<file path="src/rtl/bdq_pkg.sv">
package bdq_pkg;

   localparam int DEPTH_DEFAULT = 16;
   localparam int DATA_W        = 32;

   typedef enum logic [2:0] {
      OP_PUSH_FRONT = 3'd0,
      OP_PUSH_BACK  = 3'd1,
      OP_POP_FRONT  = 3'd2,
      OP_POP_BACK   = 3'd3,
      OP_DUMP       = 3'd4
   } opcode_type;

   typedef enum logic [1:0] {
      ST_OK    = 2'd0,
      ST_EMPTY = 2'd1,
      ST_FULL  = 2'd2
   } status_type;

   typedef struct packed {
      logic [2:0]               opcode;
      logic signed [DATA_W-1:0] value;
   } req_word_type;

   typedef struct packed {
      logic signed [DATA_W-1:0] out_value;
      logic [1:0]               status;
      logic                     last_item;
   } rsp_word_type;

   // Commands from the controller to the datapath.
   typedef struct packed {
      logic push_front;
      logic push_back;
      logic pop_front;
      logic pop_back;
      logic dump_first;
      logic dump_next;
   } dp_cmd_type;

   // Status from the datapath to the controller.
   typedef struct packed {
      logic empty;
      logic full;
      logic dump_last;
   } dp_status_type;

   // Registered response control from the controller.
   typedef struct packed {
      logic       valid;
      status_type status;
      logic       last;
      logic       use_data;
   } rsp_ctl_type;

endpackage

</file>
<file path="src/rtl/bdq_ctrl.sv">
module bdq_ctrl
   import bdq_pkg::*;
(
   input  logic          clock,
   input  logic          reset,
   input  logic          start,
   input  logic [2:0]    opcode,
   input  dp_status_type dp_status,
   output dp_cmd_type    dp_cmd,
   output rsp_ctl_type   rsp_ctl,
   output logic          busy
);

   typedef enum logic {
      S_IDLE,
      S_DUMP
   } state_type;

   state_type   state_ff, state_in;
   rsp_ctl_type rsp_ctl_ff, rsp_ctl_in;

   always_comb begin
      state_in   = state_ff;
      dp_cmd     = '0;
      rsp_ctl_in = '{valid: 1'b0, status: ST_OK, last: 1'b0, use_data: 1'b0};
      unique case (state_ff)
         S_IDLE: begin
            if (start) begin
               unique case (opcode)
                  OP_PUSH_FRONT, OP_PUSH_BACK: begin
                     dp_cmd.push_front = (opcode == OP_PUSH_FRONT) && !dp_status.full;
                     dp_cmd.push_back  = (opcode == OP_PUSH_BACK) && !dp_status.full;
                     rsp_ctl_in.valid  = 1'b1;
                     rsp_ctl_in.status = dp_status.full ? ST_FULL : ST_OK;
                     rsp_ctl_in.last   = 1'b1;
                  end
                  OP_POP_FRONT, OP_POP_BACK: begin
                     dp_cmd.pop_front    = (opcode == OP_POP_FRONT) && !dp_status.empty;
                     dp_cmd.pop_back     = (opcode == OP_POP_BACK) && !dp_status.empty;
                     rsp_ctl_in.valid    = 1'b1;
                     rsp_ctl_in.status   = dp_status.empty ? ST_EMPTY : ST_OK;
                     rsp_ctl_in.last     = 1'b1;
                     rsp_ctl_in.use_data = !dp_status.empty;
                  end
                  OP_DUMP: begin
                     rsp_ctl_in.valid = 1'b1;
                     if (dp_status.empty) begin
                        rsp_ctl_in.status = ST_EMPTY;
                        rsp_ctl_in.last   = 1'b1;
                     end else begin
                        dp_cmd.dump_first   = 1'b1;
                        rsp_ctl_in.use_data = 1'b1;
                        rsp_ctl_in.last     = dp_status.dump_last;
                        if (!dp_status.dump_last) begin
                           state_in = S_DUMP;
                        end
                     end
                  end
                  default: begin
                     // Unused opcodes are dropped without a result.
                  end
               endcase
            end
         end
         S_DUMP: begin
            dp_cmd.dump_next    = 1'b1;
            rsp_ctl_in.valid    = 1'b1;
            rsp_ctl_in.use_data = 1'b1;
            rsp_ctl_in.last     = dp_status.dump_last;
            if (dp_status.dump_last) begin
               state_in = S_IDLE;
            end
         end
         default: begin
            state_in = S_IDLE;
         end
      endcase
   end

   always_ff @(posedge clock) begin
      if (reset) begin
         state_ff   <= S_IDLE;
         rsp_ctl_ff <= '{valid: 1'b0, status: ST_OK, last: 1'b0, use_data: 1'b0};
      end else begin
         state_ff   <= state_in;
         rsp_ctl_ff <= rsp_ctl_in;
      end
   end

   assign busy    = (state_ff == S_DUMP);
   assign rsp_ctl = rsp_ctl_ff;

`ifndef ASSERT_OFF
   a_item_answered: assert property (@(posedge clock) disable iff (reset)
      (start && !busy && (opcode <= OP_DUMP)) |=> rsp_ctl_ff.valid)
      else $error("accepted item produced no result");

   a_dump_emits: assert property (@(posedge clock) disable iff (reset)
      (state_ff == S_DUMP) |=> rsp_ctl_ff.valid)
      else $error("dump cycle produced no result");

   a_not_last_continues: assert property (@(posedge clock) disable iff (reset)
      (rsp_ctl_ff.valid && !rsp_ctl_ff.last) |=> rsp_ctl_ff.valid)
      else $error("dump sequence ended without a last result");
`endif

endmodule

</file>
<file path="src/rtl/bdq_datapath.sv">
module bdq_datapath
   import bdq_pkg::*;
#(
   parameter int DEPTH = DEPTH_DEFAULT
) (
   input  logic                     clock,
   input  logic                     reset,
   input  logic signed [DATA_W-1:0] push_value,
   input  dp_cmd_type               dp_cmd,
   output dp_status_type            dp_status,
   output logic signed [DATA_W-1:0] rd_data
);

   localparam int IDX_W = (DEPTH > 1) ? $clog2(DEPTH) : 1;
   localparam int CNT_W = $clog2(DEPTH + 1);

   logic signed [DATA_W-1:0] mem [DEPTH];
   logic signed [DATA_W-1:0] rd_data_ff;

   logic [IDX_W-1:0] front_ff, front_in;
   logic [CNT_W-1:0] count_ff, count_in;
   logic [IDX_W-1:0] dump_idx_ff, dump_idx_in;

   logic [IDX_W-1:0] cur_idx;
   logic [IDX_W-1:0] front_dec;
   logic [IDX_W-1:0] front_inc;
   logic [IDX_W-1:0] tail_wr_addr;
   logic [IDX_W-1:0] tail_rd_addr;
   logic [IDX_W-1:0] dump_addr;
   logic [IDX_W-1:0] wr_addr;
   logic [IDX_W-1:0] rd_addr;
   logic             wr_en;
   logic             rd_en;

   // Ring addition; both operands are below DEPTH, so one subtract wraps it.
   function automatic logic [IDX_W-1:0] ring_add(input logic [IDX_W-1:0] a,
                                                 input logic [IDX_W-1:0] b);
      logic [IDX_W:0] s;
      s = {1'b0, a} + {1'b0, b};
      if (s >= (IDX_W+1)'(DEPTH)) begin
         s = s - (IDX_W+1)'(DEPTH);
      end
      return s[IDX_W-1:0];
   endfunction

   assign cur_idx      = dp_cmd.dump_first ? '0 : dump_idx_ff;
   assign front_dec    = (front_ff == '0) ? IDX_W'(DEPTH - 1) : front_ff - 1'b1;
   assign front_inc    = (front_ff == IDX_W'(DEPTH - 1)) ? '0 : front_ff + 1'b1;
   assign tail_wr_addr = ring_add(front_ff, count_ff[IDX_W-1:0]);
   assign tail_rd_addr = ring_add(front_ff, IDX_W'(count_ff - 1'b1));
   assign dump_addr    = ring_add(front_ff, cur_idx);

   assign dp_status.empty     = (count_ff == '0);
   assign dp_status.full      = (count_ff == CNT_W'(DEPTH));
   assign dp_status.dump_last = ((CNT_W'(cur_idx) + 1'b1) == count_ff);

   assign wr_en   = dp_cmd.push_front || dp_cmd.push_back;
   assign wr_addr = dp_cmd.push_front ? front_dec : tail_wr_addr;
   assign rd_en   = dp_cmd.pop_front || dp_cmd.pop_back || dp_cmd.dump_first ||
                    dp_cmd.dump_next;

   always_comb begin
      priority if (dp_cmd.pop_front) begin
         rd_addr = front_ff;
      end else if (dp_cmd.pop_back) begin
         rd_addr = tail_rd_addr;
      end else begin
         rd_addr = dump_addr;
      end
   end

   always_comb begin
      front_in    = front_ff;
      count_in    = count_ff;
      dump_idx_in = dump_idx_ff;
      if (dp_cmd.push_front) begin
         front_in = front_dec;
         count_in = count_ff + 1'b1;
      end
      if (dp_cmd.push_back) begin
         count_in = count_ff + 1'b1;
      end
      if (dp_cmd.pop_front) begin
         front_in = front_inc;
         count_in = count_ff - 1'b1;
      end
      if (dp_cmd.pop_back) begin
         count_in = count_ff - 1'b1;
      end
      if (dp_cmd.dump_first || dp_cmd.dump_next) begin
         dump_idx_in = cur_idx + 1'b1;
      end
   end

   always_ff @(posedge clock) begin
      if (reset) begin
         front_ff    <= '0;
         count_ff    <= '0;
         dump_idx_ff <= '0;
      end else begin
         front_ff    <= front_in;
         count_ff    <= count_in;
         dump_idx_ff <= dump_idx_in;
      end
   end

   always_ff @(posedge clock) begin
      if (wr_en) begin
         mem[wr_addr] <= push_value;
      end
   end

   always_ff @(posedge clock) begin
      if (rd_en) begin
         rd_data_ff <= mem[rd_addr];
      end
   end

   assign rd_data = rd_data_ff;

`ifndef ASSERT_OFF
   a_count_bound: assert property (@(posedge clock) disable iff (reset)
      count_ff <= CNT_W'(DEPTH))
      else $error("entry count exceeds depth");

   a_no_push_full: assert property (@(posedge clock) disable iff (reset)
      (dp_cmd.push_front || dp_cmd.push_back) |-> !dp_status.full)
      else $error("push issued into a full queue");

   a_no_read_empty: assert property (@(posedge clock) disable iff (reset)
      rd_en |-> !dp_status.empty)
      else $error("read issued on an empty queue");
`endif

endmodule

</file>
<file path="src/rtl/bounded_deque_unit.sv">
// Bounded double-ended queue of signed 32-bit words held in a ring memory of
// DEPTH entries. A word is accepted on a rising edge where start is high and
// busy is low; its opcode selects push front, push back, pop front, pop back
// or dump. Every push and pop is answered by exactly one result word in the
// cycle after acceptance, and busy stays low, so a new word may be issued on
// every cycle. A dump of N stored entries emits N result words, one per
// cycle, front to back, the first in the cycle after acceptance; busy is
// high while the remaining entries are read, since the single read port of
// the ring memory delivers one entry per cycle. A dump of an empty
// queue gives one result with the empty status. Results appear for exactly
// one cycle, flagged by rsp_valid; the receiver cannot stall them and must
// take each one as it comes. The last result caused by a word carries
// last_item. A push into a full queue drops the value and reports full; a pop
// of an empty queue reports empty with a zero value. Opcodes above dump are
// ignored and give no result.
module bounded_deque_unit
   import bdq_pkg::*;
#(
   parameter int DEPTH = DEPTH_DEFAULT
) (
   input  logic         clock,
   input  logic         reset,
   input  logic         start,
   output logic         busy,
   input  req_word_type req_word,
   output logic         rsp_valid,
   output rsp_word_type rsp_word
);

   dp_cmd_type               dp_cmd;
   dp_status_type            dp_status;
   rsp_ctl_type              rsp_ctl;
   logic signed [DATA_W-1:0] rd_data;

   // The controller decodes the opcode against the queue status and drives
   // the pointer, write and read commands; it also registers the response
   // control so it lines up with the registered memory read data.
   bdq_ctrl u_ctrl (
      .clock     (clock),
      .reset     (reset),
      .start     (start),
      .opcode    (req_word.opcode),
      .dp_status (dp_status),
      .dp_cmd    (dp_cmd),
      .rsp_ctl   (rsp_ctl),
      .busy      (busy)
   );

   // The datapath holds the ring memory, the front pointer, the entry count
   // and the dump index.
   bdq_datapath #(
      .DEPTH (DEPTH)
   ) u_datapath (
      .clock      (clock),
      .reset      (reset),
      .push_value (req_word.value),
      .dp_cmd     (dp_cmd),
      .dp_status  (dp_status),
      .rd_data    (rd_data)
   );

   // Push and status-only results carry a zero value; pops and dump entries
   // take the word read from the memory on the previous edge.
   assign rsp_valid          = rsp_ctl.valid;
   assign rsp_word.out_value = rsp_ctl.use_data ? rd_data : '0;
   assign rsp_word.status    = rsp_ctl.status;
   assign rsp_word.last_item = rsp_ctl.last;

endmodule
</file>
<file path="config.mk">
export PLATFORM = sky130hd
export DESIGN_NAME = bounded_deque_unit
export DESIGN_NICKNAME = d
export VERILOG_FILES = /design/src/rtl/bdq_pkg.sv /design/src/rtl/bdq_ctrl.sv /design/src/rtl/bdq_datapath.sv /design/src/rtl/bounded_deque_unit.sv
export SDC_FILE = /design/constraint.sdc
export NUM_CORES = 1
export LEC_CHECK = 0
export ABC_AREA = 1
export BUFFER_PORTS_ARGS = -buffer_cell sky130_fd_sc_hd__buf_2
export CORE_MARGIN = 1.5
export CORE_UTILIZATION = 58
export CTS_BUF_LIST = sky130_fd_sc_hd__clkbuf_4 sky130_fd_sc_hd__clkbuf_8
export DETAILED_ROUTE_END_ITERATION = 8
export PLACE_DENSITY = 0.71
export SLEW_MARGIN = 20
export SYNTH_ARGS = -nofsm -noshare
export SYNTH_HDL_FRONTEND = slang
export SYNTH_HIERARCHICAL = 1
export SYNTH_SLANG_ARGS = --single-unit
</file>
<file path="constraint.sdc">
create_clock -name clock -period 8.9 [get_ports clock]
set_input_delay 1.335 -clock clock [delete_from_list [all_inputs] [get_ports clock]]
set_output_delay 1.335 -clock clock [all_outputs]
set_load 0.01 [all_outputs]
</file>
After elaboration in Yosys (flattened, before gate mapping)
Memory sizes are Yosys's and may differ from the RTL's. A register that Yosys moved wholly into a read port is not among the register bits.
Cells that the tools add are included.
{ "word_totals": {"ram_bits": 512, "mem_count": 1, "input_bits": 38, "register_bits": 19, "wordCells": 90} }
{ "mem_list": {"columns": ["name", "depth", "width", "rd", "rd_clocked_by_memory_dff", "wr", "line", "source"], "rows": [
  ["u_datapath.mem", 16, 32, 1, 1, 1, "bdq_datapath.sv:17", "logic signed [DATA_W-1:0] mem [DEPTH];"]
]} }
{ "classes": {"n_lt_le_gt_ge": 3, "bitwise_logic": 2, "mux": 38, "addsub": 12, "reduce_logical": 19, "n_eq_ne": 7} }
{ "ops": {"columns": ["cell", "count"], "rows": [
  ["2-to-1 mux 4 bit", 11],
  ["2-to-1 mux 5 bit", 7],
  ["2-to-1 mux 32 bit", 1],
  ["subtractor 4 x 1 -> 4 bit, second input constant", 4],
  ["adder 4 x 4 -> 5 bit", 3],
  [">= comparator 5 bit, second input constant", 3],
  ["one-hot mux 4 bit (3 select lines)", 1],
  ["2-to-1 mux 1 bit", 11],
  ["adder 4 x 1 -> 4 bit, second input constant", 2],
  ["equality test 3 x 2 -> 1 bit, second input constant", 2],
  ["2-to-1 mux 2 bit", 3],
  ["one-hot mux 1 bit (2 select lines)", 3],
  ["adder 4 x 1 -> 5 bit, second input constant", 1],
  ["adder 5 x 1 -> 5 bit, second input constant", 1],
  ["equality test 5 bit", 1],
  ["equality test 5 bit, second input constant", 1],
  ["zero test 5 bit", 1],
  ["logical OR 1 bit", 5],
  ["subtractor 5 x 1 -> 5 bit, second input constant", 1],
  ["equality test 4 bit, second input constant", 1],
  ["logical AND 1 bit", 4],
  ["zero test 4 bit", 1],
  ["one-hot mux 2 bit (2 select lines)", 1],
  ["nonzero test 4 bit", 1],
  ["other kinds (8)", 11]
]} }

Depth between registers and ports, before layout
{ "logic_depth": {"depth_word": 14, "mapped_depth": 23} }

Modules after synthesis
The synthesis kept the hierarchy.
{ "modules_own_cells": {"columns": ["module", "n_inst", "cells_each", "seq_area_each_um2", "area_each_um2"], "rows": [
  ["bdq_datapath", 1, 2000, 16595.9, 23685.2],
  ["bdq_ctrl", 1, 44, 120.1, 325.3],
  ["bounded_deque_unit", 1, 67, 0.0, 274.0]
]} }

Least setup slack after synthesis
Ideal clock, no wire load.
{ "synth_timing": {"kind": "input port to flip-flop", "start": "input port start", "end": "memory u_datapath.mem[0][0], enable pin", "path_slack_ns": 4.614, "path_buffers": 1, "required_ns": 8.479, "path_stages": 9, "arrival_time_ns": 3.865, "path_cell_list": "inv_2 -> nor2_4 -> nand2_1 -> nor3_1 -> clkbuf_1 -> nand3_1 -> o21ai_0 -> nand2_1 -> nor2_1"} }
{ "synth_rtl": {"columns": ["item", "line", "source"], "rows": [
  ["start, declared", "bounded_deque_unit.sv:23", "input logic start,"],
  ["end, declared", "bdq_datapath.sv:17", null]
]} }

==> metrics.yaml <==
sta:
  worst_slew_margin_rel: 0.2970
  finalSetupViolations: 0
  rsz0062_at_grt: "false"
  setup_total_negative_slack_ns: 0
  min_period_ns: 5.592
  hold_viol_final: 0
  fmax_ghz: 0.1788
  report.final.slew_viol_count: 0
  clock_skew_ns: 0.02350
  period_share: 0.6283
  worst-slew-pin-transition_ns: 1.055
finish:
  layout_commonest_cell: "sky130_fd_sc_hd__edfxtp_1"
  stdcell_count: 2795
  post_route_cells_drive_above_1_share: 0.1300
  synthToLayoutAreaGrowth_pct: 10.45
  layout.cells.most_common_list: "sky130_fd_sc_hd__edfxtp_1, sky130_fd_sc_hd__nand2_1, sky130_fd_sc_hd__inv_1"
  final.fill_count: 3098
  finalNetCount: 2243
  final-seq-area_um2: 16720
  multiInputGateArea_um2: 5822
detailed_routing:
  postRouteWirelength_mm: 55.70
  vias_per_cell: 5.579
  detail_route.wl_per_cell_um: 19.93
  antenna_left: 0
  drt_pre_antenna_iters: 5
  drt_first_iter_violations: 1471
  drc: 0
  vias: 15590
placement:
  placed_cells: 2631
  portBuffers: 74
  place_congestion: 0.7887
  dp_hpwl_mm: 27.10
clocking:
  ctsRootBufferMaster: "sky130_fd_sc_hd__clkbuf_8"
  clkLatencyLatePin_ns: 0.66
  hold_buffers: 0
  ctsHtreeMaxLevel: 3
  buffers_inserted_by_post_cts_timing_repair: 0
  clockBufferDepth: 3
  tritoncts_num_sinks: 563
  ctsResizeCount: 0
  cts-buffers-inserted: 90
  tritoncts: "done"
  clk_pin_slew_ns: 0.06
yosys:
  synth_top_cell_area_share: 0.6727
  yosysWarnings: 6
  synth.ff_latch_count: 563
  synth_async_sr_flop_share: 0
  netlist-cell-type-count: 40
  number_of_synthesized_flops_with_an_enable_pin: 544
  synth.yosys.seq_area_share: 0.6883
  netlist.top_cell.by_area: "sky130_fd_sc_hd__edfxtp_1"
  syn_area_um2: 24280
  nets_in_the_synthesized_netlist: 2163
  synth_cells: 2111
  netlist_top_cells_area: "sky130_fd_sc_hd__edfxtp_1, sky130_fd_sc_hd__nand2_1, sky130_fd_sc_hd__o211ai_1"
  syn_area_per_cell_um2: 11.50
  ys_dominant_reg_cell: "sky130_fd_sc_hd__edfxtp_1"
setup_path:
  cp_data_required_time_ns: 9.31
  timing.setup.critical_path_class: "reg -> reg"
  endpoint_kind: "flip-flop"
  critical_path.startpoint_type: "flip-flop"
  critical_path_arrival_ns: 6.00
  crit_fanout: 91
outcome:
  outcome: "finished clean"
min_path:
  min_path_type: "reg -> reg"
die:
  core_region_area_um2: 41110
  die_width_um: 207.6
  die_y_um: 207.6
  boundaryPins: 75
  effective_utilization_at_floorplan: 0.5907
  die_area_um2: 43110
  standard_cell_rows: 74
power_and_ir_drop:
  totalPowerFinal_uw: 5845
  total_leakage_power_uw: 0.01037
  power.density_nw_per_um2: 217.9
  power.share.clock: 0.376
  power.share.switching: 0.2535
  seqPwrFrac: 0.510
  switchingPower_uw: 1482
  ir_worst_vdd_uv: 148.7
  int_power_uw: 4363
  pwr-share-comb: 0.114
global_routing:
  grt_pass1_vias: 14740
  grt_start_max_net_pins: 215
  grt_first_pass_wirelength_mm: 84.64
  grt_remaining_overflow: 0
  grt_antenna_before_repair: 4
  globalRouteTotalUtil: 0.2604
job:
  cap_viol_max_count: 0
[per-layer routing]
layer / global-route usage / wire length [um] / up-vias
li1: - / - / 7453
met4: 0.08658 / 1367 / 4
met1: 0.3632 / 23290 / 7409
met5: 0 / 17 / -
met2: 0.4161 / 25970 / 617
met3: 0.04992 / 5057 / 110
[worst max-delay path: stages (launching register included)]
cell                      delay (ns)
sky130_fd_sc_hd__dfxtp_1        0.53
sky130_fd_sc_hd__inv_1          0.14
sky130_fd_sc_hd__ha_1           0.20
sky130_fd_sc_hd__nand2_1        0.08
sky130_fd_sc_hd__nor2_1         0.08
sky130_fd_sc_hd__inv_1          0.10
sky130_fd_sc_hd__nand2_1        0.08
sky130_fd_sc_hd__nor3_1         0.47
sky130_fd_sc_hd__nand2_1        0.11
sky130_fd_sc_hd__o21ai_0        0.10
sky130_fd_sc_hd__ha_1           0.20
sky130_fd_sc_hd__inv_1          0.06
sky130_fd_sc_hd__fa_1           0.55
sky130_fd_sc_hd__o21ai_4        0.06
sky130_fd_sc_hd__buf_4          0.30
sky130_fd_sc_hd__inv_4          0.82
sky130_fd_sc_hd__buf_4          0.78
sky130_fd_sc_hd__a21oi_1        0.10
sky130_fd_sc_hd__o21ai_1        0.13
sky130_fd_sc_hd__nand3_1        0.08
sky130_fd_sc_hd__and2_1         0.16
sky130_fd_sc_hd__nand2_1        0.06
sky130_fd_sc_hd__nand2_1        0.06
[area by class of cell]
type                    count  area share
flip-flops and latches    563      0.6233
multi-input cells        1107      0.2171
clock buffers             120     0.05481
inverters                 325     0.04567
well taps                 532     0.02482
repair buffers            104     0.02267
clock inverters            42     0.01152
diodes                      2   0.0001866
[logic make-up after synthesis]
family,synth area share
simple gates,0.1299
flops,0.6883
buf+inv,0.07811
compound gates,0.09259
fa+ha+maj,0.007831
xor+xnor,0.003246
[per-stage QoR]
stage | hold slack, ns | area (um^2) | util | setup WS [ns]
2_1_floorplan | 0.4443 | 24280 | - | 4.614
3_3_place_gp | 0.4515 | 25030 | 0.6089 | 2.895
3_5_place_dp | 0.4628 | 25030 | 0.6089 | 2.822
4_1_cts | 0.4717 | 26810 | 0.6522 | 3.281
5_1_grt | 0.4998 | 26820 | 0.6523 | 2.775
6_report | 0.4709 | 26820 | 0.6525 | 3.308
[cell usage after synthesis (2+ instances only)]
cell / count
sky130_fd_sc_hd__buf_2: 65
sky130_fd_sc_hd__inv_2: 7
sky130_fd_sc_hd__dfxtp_1: 19
sky130_fd_sc_hd__buf_6: 13
sky130_fd_sc_hd__o211ai_1: 225
sky130_fd_sc_hd__and2_1: 32
sky130_fd_sc_hd__nand2_4: 2
sky130_fd_sc_hd__nor3_1: 6
sky130_fd_sc_hd__a31oi_1: 3
sky130_fd_sc_hd__nor3_2: 2
sky130_fd_sc_hd__clkbuf_1: 19
sky130_fd_sc_hd__nand3_1: 117
sky130_fd_sc_hd__or2_2: 4
sky130_fd_sc_hd__edfxtp_1: 544
sky130_fd_sc_hd__buf_1: 3
sky130_fd_sc_hd__nor2_1: 33
sky130_fd_sc_hd__inv_1: 316
sky130_fd_sc_hd__a21oi_1: 49
sky130_fd_sc_hd__fa_1: 2
sky130_fd_sc_hd__ha_1: 12
sky130_fd_sc_hd__nand2_1: 541
sky130_fd_sc_hd__nand2_2: 4
sky130_fd_sc_hd__xor2_1: 8
sky130_fd_sc_hd__o21ai_1: 34
sky130_fd_sc_hd__nand4_1: 7
sky130_fd_sc_hd__o21ai_0: 15
sky130_fd_sc_hd__buf_4: 16
[power by group through the flow]
stage	Sequential [uW]	Combinational, uW	Clock [uW]
after CTS	2980	666	2240
final	2980	665	2200
after global placement	3040	646	0
after floorplan	3030	511	0
after global routing	2980	748	2340
after detailed placement	3040	664	0
[sequential cells by signal, summed over array words and instances (netlist names)]
register	count
u_ctrl/busy	1
u_ctrl/rsp_ctl	5
u_datapath/count_ff	5
u_datapath/dump_idx_ff	4
u_datapath/front_ff	4
u_datapath/mem	512
u_datapath/rd_data	32
[path summary, 6_finish.rpt]
kind                                                 from  cells after the start                         to  slack [ns]
worst max-delay path               u_datapath/count_ff[1]                     22     u_datapath/rd_data[22]        3.31
worst min-delay path            u_datapath/dump_idx_ff[2]                      2  u_datapath/dump_idx_ff[2]        0.47
worst min register to register  u_datapath/dump_idx_ff[2]                      2  u_datapath/dump_idx_ff[2]        0.47
worst max register to register     u_datapath/count_ff[1]                     22     u_datapath/rd_data[22]        3.31
Power figures use the tool's default switching activity.
